**config.mk**
```make
export PLATFORM = sky130hd
export DESIGN_NAME = text_console_cursor_writer
export DESIGN_NICKNAME = d
export VERILOG_FILES = /design/src/design/tccw_pkg.sv /design/src/design/text_console_cursor_writer.sv /design/src/design/tccw_front.sv /design/src/design/tccw_queue.sv /design/src/design/tccw_back.sv
export SDC_FILE = /design/constraint.sdc
export NUM_CORES = 1
export LEC_CHECK = 0
export BUFFER_PORTS_ARGS = -buffer_cell sky130_fd_sc_hd__buf_4
export CORE_UTILIZATION = 58
export DETAILED_ROUTE_END_ITERATION = 7
export MAX_ROUTING_LAYER = met4
export PLACE_DENSITY = 0.83
export SLEW_MARGIN = 25
export SYNTH_ARGS = -nofsm -noshare
export SYNTH_HDL_FRONTEND = slang
export SYNTH_HIERARCHICAL = 1
export SYNTH_SLANG_ARGS = --single-unit
```
**constraint.sdc**
```tcl
create_clock -name clk -period 5 [get_ports clk]
set_input_delay 0.75 -clock clk [delete_from_list [all_inputs] [get_ports clk]]
set_output_delay 0.75 -clock clk [all_outputs]
set_load 0.01 [all_outputs]
```
**src/design/tccw_pkg.sv**
```systemverilog
// Types and constants shared by the text console cursor writer modules.
package tccw_pkg;

  localparam int unsigned QUEUE_DEPTH = 2;
  localparam int unsigned TAB_STEP    = 4;

  localparam logic [7:0] CODE_BS   = 8'd8;
  localparam logic [7:0] CODE_TAB  = 8'd9;
  localparam logic [7:0] CODE_LF   = 8'd10;
  localparam logic [7:0] CODE_VT   = 8'd11;
  localparam logic [7:0] CODE_FF   = 8'd12;
  localparam logic [7:0] CODE_CR   = 8'd13;
  localparam logic [7:0] SPACE_CHAR = 8'h20;
  localparam logic [7:0] ATTR_RESET = 8'h0F;

  typedef enum logic [2:0] {
    OP_PRINT    = 3'd0,
    OP_NEWLINE  = 3'd1,
    OP_TAB      = 3'd2,
    OP_VTAB     = 3'd3,
    OP_HOME     = 3'd4,
    OP_BACK     = 3'd5
  } op_t;

  typedef struct packed {
    op_t        op;
    logic [7:0] ch;
  } entry_t;

endpackage

```
**src/design/text_console_cursor_writer.sv**
```systemverilog
// Top level of the text console cursor writer.
//
// Input channel: in_valid/in_ready carry one character code per request.
// Output channel: out_valid/out_ready carry one result per character: the
// cell write flag, cell address and data, and the cursor after the character.
// cfg_write/cfg_data load the attribute byte placed in each written cell;
// write it only while no request is in flight.
// Throughput is one character per cycle while out_ready stays high. An accepted
// character passes through the request queue and then the result register,
// which takes the cursor update, before out_valid rises.
// Reset homes the cursor to column 0, row 0, sets the attribute to 0x0F and
// empties the queue. When the receiver stalls, the result register holds and
// the two-entry queue takes two more requests before in_ready drops.
// Cells that are not written report address and data as zero.
module text_console_cursor_writer #(
  parameter int unsigned COLUMNS = 80,
  parameter int unsigned ROWS    = 25
) (
  input  logic        clk,
  input  logic        rst,
  input  logic        cfg_write,
  input  logic [7:0]  cfg_data,
  input  logic        in_valid,
  output logic        in_ready,
  input  logic [7:0]  char_code,
  output logic        out_valid,
  input  logic        out_ready,
  output logic        cell_write,
  output logic [10:0] cell_address,
  output logic [15:0] cell_data,
  output logic [6:0]  cursor_column,
  output logic [4:0]  cursor_row
);
  import tccw_pkg::*;

  logic   push_valid;
  logic   push_ready;
  entry_t push_entry;
  logic   pop_valid;
  logic   pop_ready;
  entry_t pop_entry;

  tccw_front u_front (
    .in_valid   (in_valid),
    .in_ready   (in_ready),
    .char_code  (char_code),
    .push_ready (push_ready),
    .push_valid (push_valid),
    .push_entry (push_entry)
  );

  tccw_queue u_queue (
    .clk        (clk),
    .rst        (rst),
    .push_valid (push_valid),
    .push_ready (push_ready),
    .push_entry (push_entry),
    .pop_valid  (pop_valid),
    .pop_ready  (pop_ready),
    .pop_entry  (pop_entry)
  );

  tccw_back #(
    .COLUMNS (COLUMNS),
    .ROWS    (ROWS)
  ) u_back (
    .clk           (clk),
    .rst           (rst),
    .cfg_write     (cfg_write),
    .cfg_data      (cfg_data),
    .pop_valid     (pop_valid),
    .pop_ready     (pop_ready),
    .pop_entry     (pop_entry),
    .out_valid     (out_valid),
    .out_ready     (out_ready),
    .cell_write    (cell_write),
    .cell_address  (cell_address),
    .cell_data     (cell_data),
    .cursor_column (cursor_column),
    .cursor_row    (cursor_row)
  );

endmodule

```
**src/design/tccw_front.sv**
```systemverilog
// Front end: accepts character requests and classifies them into operations.
module tccw_front (
  input  logic            in_valid,
  output logic            in_ready,
  input  logic [7:0]      char_code,
  input  logic            push_ready,
  output logic            push_valid,
  output tccw_pkg::entry_t push_entry
);
  import tccw_pkg::*;

  op_t op;

  always_comb begin
    unique case (char_code)
      CODE_CR, CODE_LF: op = OP_NEWLINE;
      CODE_TAB:         op = OP_TAB;
      CODE_VT:          op = OP_VTAB;
      CODE_FF:          op = OP_HOME;
      CODE_BS:          op = OP_BACK;
      default:          op = OP_PRINT;
    endcase
  end

  assign in_ready      = push_ready;
  assign push_valid    = in_valid;
  assign push_entry.op = op;
  assign push_entry.ch = char_code;

endmodule

```
**src/design/tccw_queue.sv**
```systemverilog
// Short queue of classified requests between front and back end.
module tccw_queue (
  input  logic             clk,
  input  logic             rst,
  input  logic             push_valid,
  output logic             push_ready,
  input  tccw_pkg::entry_t push_entry,
  output logic             pop_valid,
  input  logic             pop_ready,
  output tccw_pkg::entry_t pop_entry
);
  import tccw_pkg::*;

  localparam int unsigned PtrW   = (QUEUE_DEPTH > 1) ? $clog2(QUEUE_DEPTH) : 1;
  localparam int unsigned CountW = $clog2(QUEUE_DEPTH + 1);

  entry_t              slots [QUEUE_DEPTH];
  logic [PtrW-1:0]     wr_ptr;
  logic [PtrW-1:0]     rd_ptr;
  logic [CountW-1:0]   count;
  logic                push;
  logic                pop;

  assign push_ready = (count != CountW'(QUEUE_DEPTH));
  assign pop_valid  = (count != '0);
  assign push       = push_valid && push_ready;
  assign pop        = pop_valid && pop_ready;
  assign pop_entry  = slots[rd_ptr];

  function automatic logic [PtrW-1:0] ptr_inc(input logic [PtrW-1:0] p);
    return (p == PtrW'(QUEUE_DEPTH - 1)) ? '0 : p + PtrW'(1);
  endfunction

  always_ff @(posedge clk) begin
    if (push) begin
      slots[wr_ptr] <= push_entry;
    end
  end

  always_ff @(posedge clk) begin
    if (rst) begin
      wr_ptr <= '0;
      rd_ptr <= '0;
      count  <= '0;
    end else begin
      if (push) begin
        wr_ptr <= ptr_inc(wr_ptr);
      end
      if (pop) begin
        rd_ptr <= ptr_inc(rd_ptr);
      end
      unique case ({push, pop})
        2'b10:   count <= count + CountW'(1);
        2'b01:   count <= count - CountW'(1);
        default: count <= count;
      endcase
    end
  end

endmodule

```
**src/design/tccw_back.sv**
```systemverilog
// Back end: cursor state, cell address and data, and the result register.
module tccw_back #(
  parameter int unsigned COLUMNS = 80,
  parameter int unsigned ROWS    = 25
) (
  input  logic             clk,
  input  logic             rst,
  input  logic             cfg_write,
  input  logic [7:0]       cfg_data,
  input  logic             pop_valid,
  output logic             pop_ready,
  input  tccw_pkg::entry_t pop_entry,
  output logic             out_valid,
  input  logic             out_ready,
  output logic             cell_write,
  output logic [10:0]      cell_address,
  output logic [15:0]      cell_data,
  output logic [6:0]       cursor_column,
  output logic [4:0]       cursor_row
);
  import tccw_pkg::*;

  logic [7:0]  attr;
  logic [6:0]  column_pos;
  logic [4:0]  row_pos;
  logic [6:0]  column_pos_next;
  logic [4:0]  row_pos_next;
  logic [5:0]  row_plus;
  logic [4:0]  row_inc;
  logic [7:0]  col_sum;
  logic [6:0]  col_dec;
  logic [6:0]  addr_col;
  logic [11:0] addr_full;
  logic        wr;
  logic [7:0]  wr_char;
  logic        pop;

  assign pop       = pop_valid && pop_ready;
  assign pop_ready = !out_valid || out_ready;

  assign row_plus = {1'b0, row_pos} + 6'd1;
  assign row_inc  = (row_plus >= 6'(ROWS)) ? '0 : row_plus[4:0];
  assign col_dec  = (column_pos == '0) ? '0 : column_pos - 7'd1;
  assign col_sum  = {1'b0, column_pos} +
                    ((pop_entry.op == OP_TAB) ? 8'(TAB_STEP) : 8'd1);

  always_comb begin
    column_pos_next = column_pos;
    row_pos_next    = row_pos;
    wr              = 1'b0;
    wr_char         = pop_entry.ch;
    addr_col        = column_pos;
    unique case (pop_entry.op)
      OP_NEWLINE: begin
        column_pos_next = '0;
        row_pos_next    = row_inc;
      end
      OP_VTAB: begin
        row_pos_next = row_inc;
      end
      OP_HOME: begin
        column_pos_next = '0;
        row_pos_next    = '0;
      end
      OP_BACK: begin
        column_pos_next = col_dec;
        addr_col        = col_dec;
        wr              = 1'b1;
        wr_char         = SPACE_CHAR;
      end
      OP_TAB, OP_PRINT: begin
        wr = (pop_entry.op == OP_PRINT);
        // wrap onto the next row once the column runs past the line
        if (col_sum >= 8'(COLUMNS)) begin
          column_pos_next = 7'(col_sum - 8'(COLUMNS));
          row_pos_next    = row_inc;
        end else begin
          column_pos_next = col_sum[6:0];
        end
      end
      default: begin
        column_pos_next = column_pos;
        row_pos_next    = row_pos;
      end
    endcase
  end

  assign addr_full = 12'(row_pos) * 12'(COLUMNS) + 12'(addr_col);

  always_ff @(posedge clk) begin
    if (rst) begin
      attr       <= ATTR_RESET;
      column_pos <= '0;
      row_pos    <= '0;
      out_valid  <= 1'b0;
    end else begin
      if (cfg_write) begin
        attr <= cfg_data;
      end
      if (pop) begin
        column_pos <= column_pos_next;
        row_pos    <= row_pos_next;
        out_valid  <= 1'b1;
      end else if (out_ready) begin
        out_valid <= 1'b0;
      end
    end
  end

  always_ff @(posedge clk) begin
    if (pop) begin
      cell_write    <= wr;
      cell_address  <= wr ? addr_full[10:0] : '0;
      cell_data     <= wr ? {attr, wr_char} : '0;
      cursor_column <= column_pos_next;
      cursor_row    <= row_pos_next;
    end
  end

endmodule

```
==> reports/results.txt <==
Crit. End Element - flip-flop
Crit-path leading delay family - simple AND/OR/NAND/NOR gates
Storage element area - 2382 um2
Avg Inst Size Synth - 10.61 um2
Nets - 526
Initial drt markers - 281
Post_cts resized - 0
P_sw - 1.159 mW
Yosys cell types - 69
Vias per cell - 6.000
Layout cells sized above 1 - 22.40%
WS Path Type - flip-flop to flip-flop
Vias in the first global route - 3,516
Commonest cells after routing, fill and taps aside - 65 x buf_4, 62 x edfxtp_1, 40 x nor2_1, 39 x nand2_1, 26 x dfxtp_1
Initial antenna violation count - 0
Critical Path, Cell by Cell - buf_4, mux2_2, nor2_1, nand2_1, ha_1, ha_1, a21oi_2, nor2b_2, xnor2_1, ha_1, or3b_2, nor3_2, o32a_1, nand3_1, a21oi_1, a21oi_1
Drt wl/cell - 17.30 um
Die Area - 8413 um2
DP HPWL - 7287 um
Async S/R FF share, synth - 0%
Clk pin slew, worst setup/hold paths - 100 ps
Post-synth EDFFs - 62
Routed vias - 3,558
CTS sink cnt - 88
Leak Pwr - 2.134 nW
Setup Fix Bufs, Post-CTS - 0
Final hold vios - 0
Largest net degree at the start of global routing - 44
Clk_lat worst skew - 360 ps
Power Density - 561.2 nW/um2
GRT Total Usage - 26.26%
Worst path max stage delay - 490 ps
Final setup viols - 0
Final Skew - 10.54 ps
Fin crit share - 89.92%
Initial Utilization - 60.12%
Area of the multi-input gates - 2052 um2
Cell at the slowest stage of the critical path - mux2_2
Num rows - 32
Post-synth top area share - 39.87%
Post-synthesis cell count - 440
Worst r2r dst - u_back/cursor_row[0]$_DFFE_PP_
R2R cell count - 16
Critical Path End - u_back/cursor_row[0]$_DFFE_PP_
Setup TNS - 0 ps
First-pass GRT wire length - 16,700 um
Area of the core - 7767 um2
Post-CTS Hold Buffers - 0
Critical Path Source Type - flip-flop
Post-synth design cell area - 4669 um2
Routed Antenna Nets - 0
Port buffer count - 62
VDD IR max - 0.3678 mV
WP depth - 16
Switching share of total power - 38.68%
CTS tree - done
Global route overflow - 0
TritonCTS Buffers - 9
CP Data Arrival Time - 4580 ps
Post-synthesis sequential area ratio - 51.02%
Internal Dissipation - 1.837 mW
Leading area contributor after synthesis - edfxtp_1
# DRC - 0
Drt total wl - 10,260 um
Worst slew margin - 52.98%
F_max - 222.4 MHz
Pins Over Slew Limit - 0
Post-Syn Nets - 480
Die H - 91.73 um
Outcome - finished, final reports clean
Reported max-cap violation count - 0
Main synth FF type - edfxtp_1
CTS H-tree lvls - 3
Root Buffer - clkbuf_8
Internal reg-to-reg setup slack - 500 ps
Fillers - 583
Setup ws final - 504.1 ps
Synthesis-stage register bit count - 88
Die span in x - 91.73 um
Min Tclk post-route - 4496 ps
Area delta synth->final - 14.31%
Io pins - 63
Most common cell after layout, fill and taps aside - buf_4
Min-delay worst type - flip-flop to flip-flop
GPL Wtd Cong - 0.8832
Router iterations before antenna repair - 5
RSZ-0062 raised after global routing - no
Clock share of power - 17.3%
Worst slew pin tran - 704.3 ps
Clock Tree Buf Depth - 2
Pre-CTS setup slack - 637.3 ps
Crit path top cell by count - ha_1
CP max FO - 17
Worst path required time - 5090 ps
Combinational share of power - 42.3%
Sequential power share - 40.4%
Buf/Inv on CP - 1
Ant. Diodes - 0
Synth warn - 6
Top post-synthesis cells by area - edfxtp_1 40%, dfxtp_1 11%, ha_1 4.6%
[kinds of logic (layout without fill, tap and decap cells)]
group | count (synthesis) | count (layout) | share of synthesized area [%]
AND/OR/NAND/NOR | 148 | 148 | 16.05
flip-flops | 88 | 88 | 51.02
multiplexers | 20 | 20 | 4.582
AO/OA/AOI/OAI | 97 | 97 | 14.55
adder cells (fa/ha/maj) | 19 | 19 | 5.413
buffers and inverters | 51 | 102 | 5.037
XOR/XNOR | 17 | 17 | 3.350
[registers in the layout, indices dropped and copies added (netlist names), named ones only]
register              cells
u_back/attr               8
u_back/cell_address      11
u_back/cell_data         16
u_back/cell_write         1
u_back/column_pos         7
u_back/cursor_column      7
u_back/cursor_row         5
u_back/out_valid          1
u_back/row_pos            5
u_queue/count             2
u_queue/rd_ptr            1
u_queue/slots            22
u_queue/wr_ptr            1
[synth_stat cells, types with 2 or more instances]
cell type and n:
o211ai_1 2, o21a_1 3, o21ai_0 16, o22ai_1 2
nand3_1 8, mux2_2 11, buf_2 2, nor3_1 6
o31ai_1 3, o32a_1 2, edfxtp_1 62, nand4b_1 3
ha_1 17, xor2_1 7, nand3b_1 2, dfxtp_1 26
mux2i_1 9, clkbuf_1 17, a31o_2 2, a211oi_1 3
nor2b_1 4, a21oi_1 25, nand2_1 39, and3_1 3
nor2_1 40, or2_2 2, a21o_1 6, inv_1 20
o221ai_1 2, a31oi_1 8, fa_1 2, buf_4 11
xnor2_1 9, or3_1 6, o32ai_1 3, nand2b_1 6
and2_1 18, o21ai_1 2
[cell type report]
class	count	area share, %
clock inverters	7	1.594
multi-input cells	301	38.44
repair buffers	65	9.142
inverters	21	1.477
clock buffers	9	2.321
flip-flops and latches	88	44.63
well taps	102	2.391
[per-stage QoR]
step	hold slack [ps]	area, um2	std cells	utilization [%]	power (mW)
final	481.0	5338	593	68.72	2.995
after detailed placement	458.8	5129	577	66.03	2.479
after CTS	483.1	5338	593	68.72	3.004
after global routing	513.7	5338	593	68.72	3.161
after global placement	444.7	5129	577	66.03	2.429
after floorplan	432.7	4669	440	-	2.029
[power by group through the flow]
stage / sequential, mW / combinational (mW) / clock, mW
2_1_floorplan: 1.24 / 0.790 / 0
3_3_place_gp: 1.22 / 1.21 / 0
3_5_place_dp: 1.23 / 1.25 / 0
4_1_cts: 1.21 / 1.26 / 0.529
5_1_grt: 1.24 / 1.37 / 0.551
6_report: 1.21 / 1.27 / 0.518
[worst min-delay path by stage]
stage / start / depth (start not counted) / slack (ps) / endpoint
3_5_place_dp: u_back/attr[0]$_SDFFE_PP1P_ / 2 / 460 / u_back/attr[0]$_SDFFE_PP1P_
5_1_grt: u_back/attr[0]$_SDFFE_PP1P_ / 2 / 510 / u_back/attr[0]$_SDFFE_PP1P_
4_1_cts: u_back/attr[0]$_SDFFE_PP1P_ / 2 / 480 / u_back/attr[0]$_SDFFE_PP1P_
6_report: u_back/attr[0]$_SDFFE_PP1P_ / 2 / 480 / u_back/attr[0]$_SDFFE_PP1P_
3_3_place_gp: u_back/attr[2]$_SDFFE_PP1P_ / 2 / 440 / u_back/attr[2]$_SDFFE_PP1P_
2_1_floorplan: u_back/attr[0]$_SDFFE_PP1P_ / 2 / 430 / u_back/attr[0]$_SDFFE_PP1P_
[per-layer routing]
metal | vias to the layer above | track usage, % | part of all wire (%)
met1 | 1747 | 31.66 | 41
met2 | 115 | 43.98 | 51
met4 | 0 | 10.68 | 2.5
li1 | 1673 | - | -
met5 | - | - | 0
met3 | 23 | 4.561 | 5.0
[worst reg2reg max path: stages (launching register included)]
cell	delay [ps]
dfxtp_1	320
buf_4	190
mux2_2	490
nor2_1	170
nand2_1	100
ha_1	230
ha_1	270
a21oi_2	360
nor2b_2	140
xnor2_1	230
ha_1	190
or3b_2	490
nor3_2	220
o32a_1	240
nand3_1	170
a21oi_1	290
a21oi_1	110
Power figures use the tool's default switching activity.
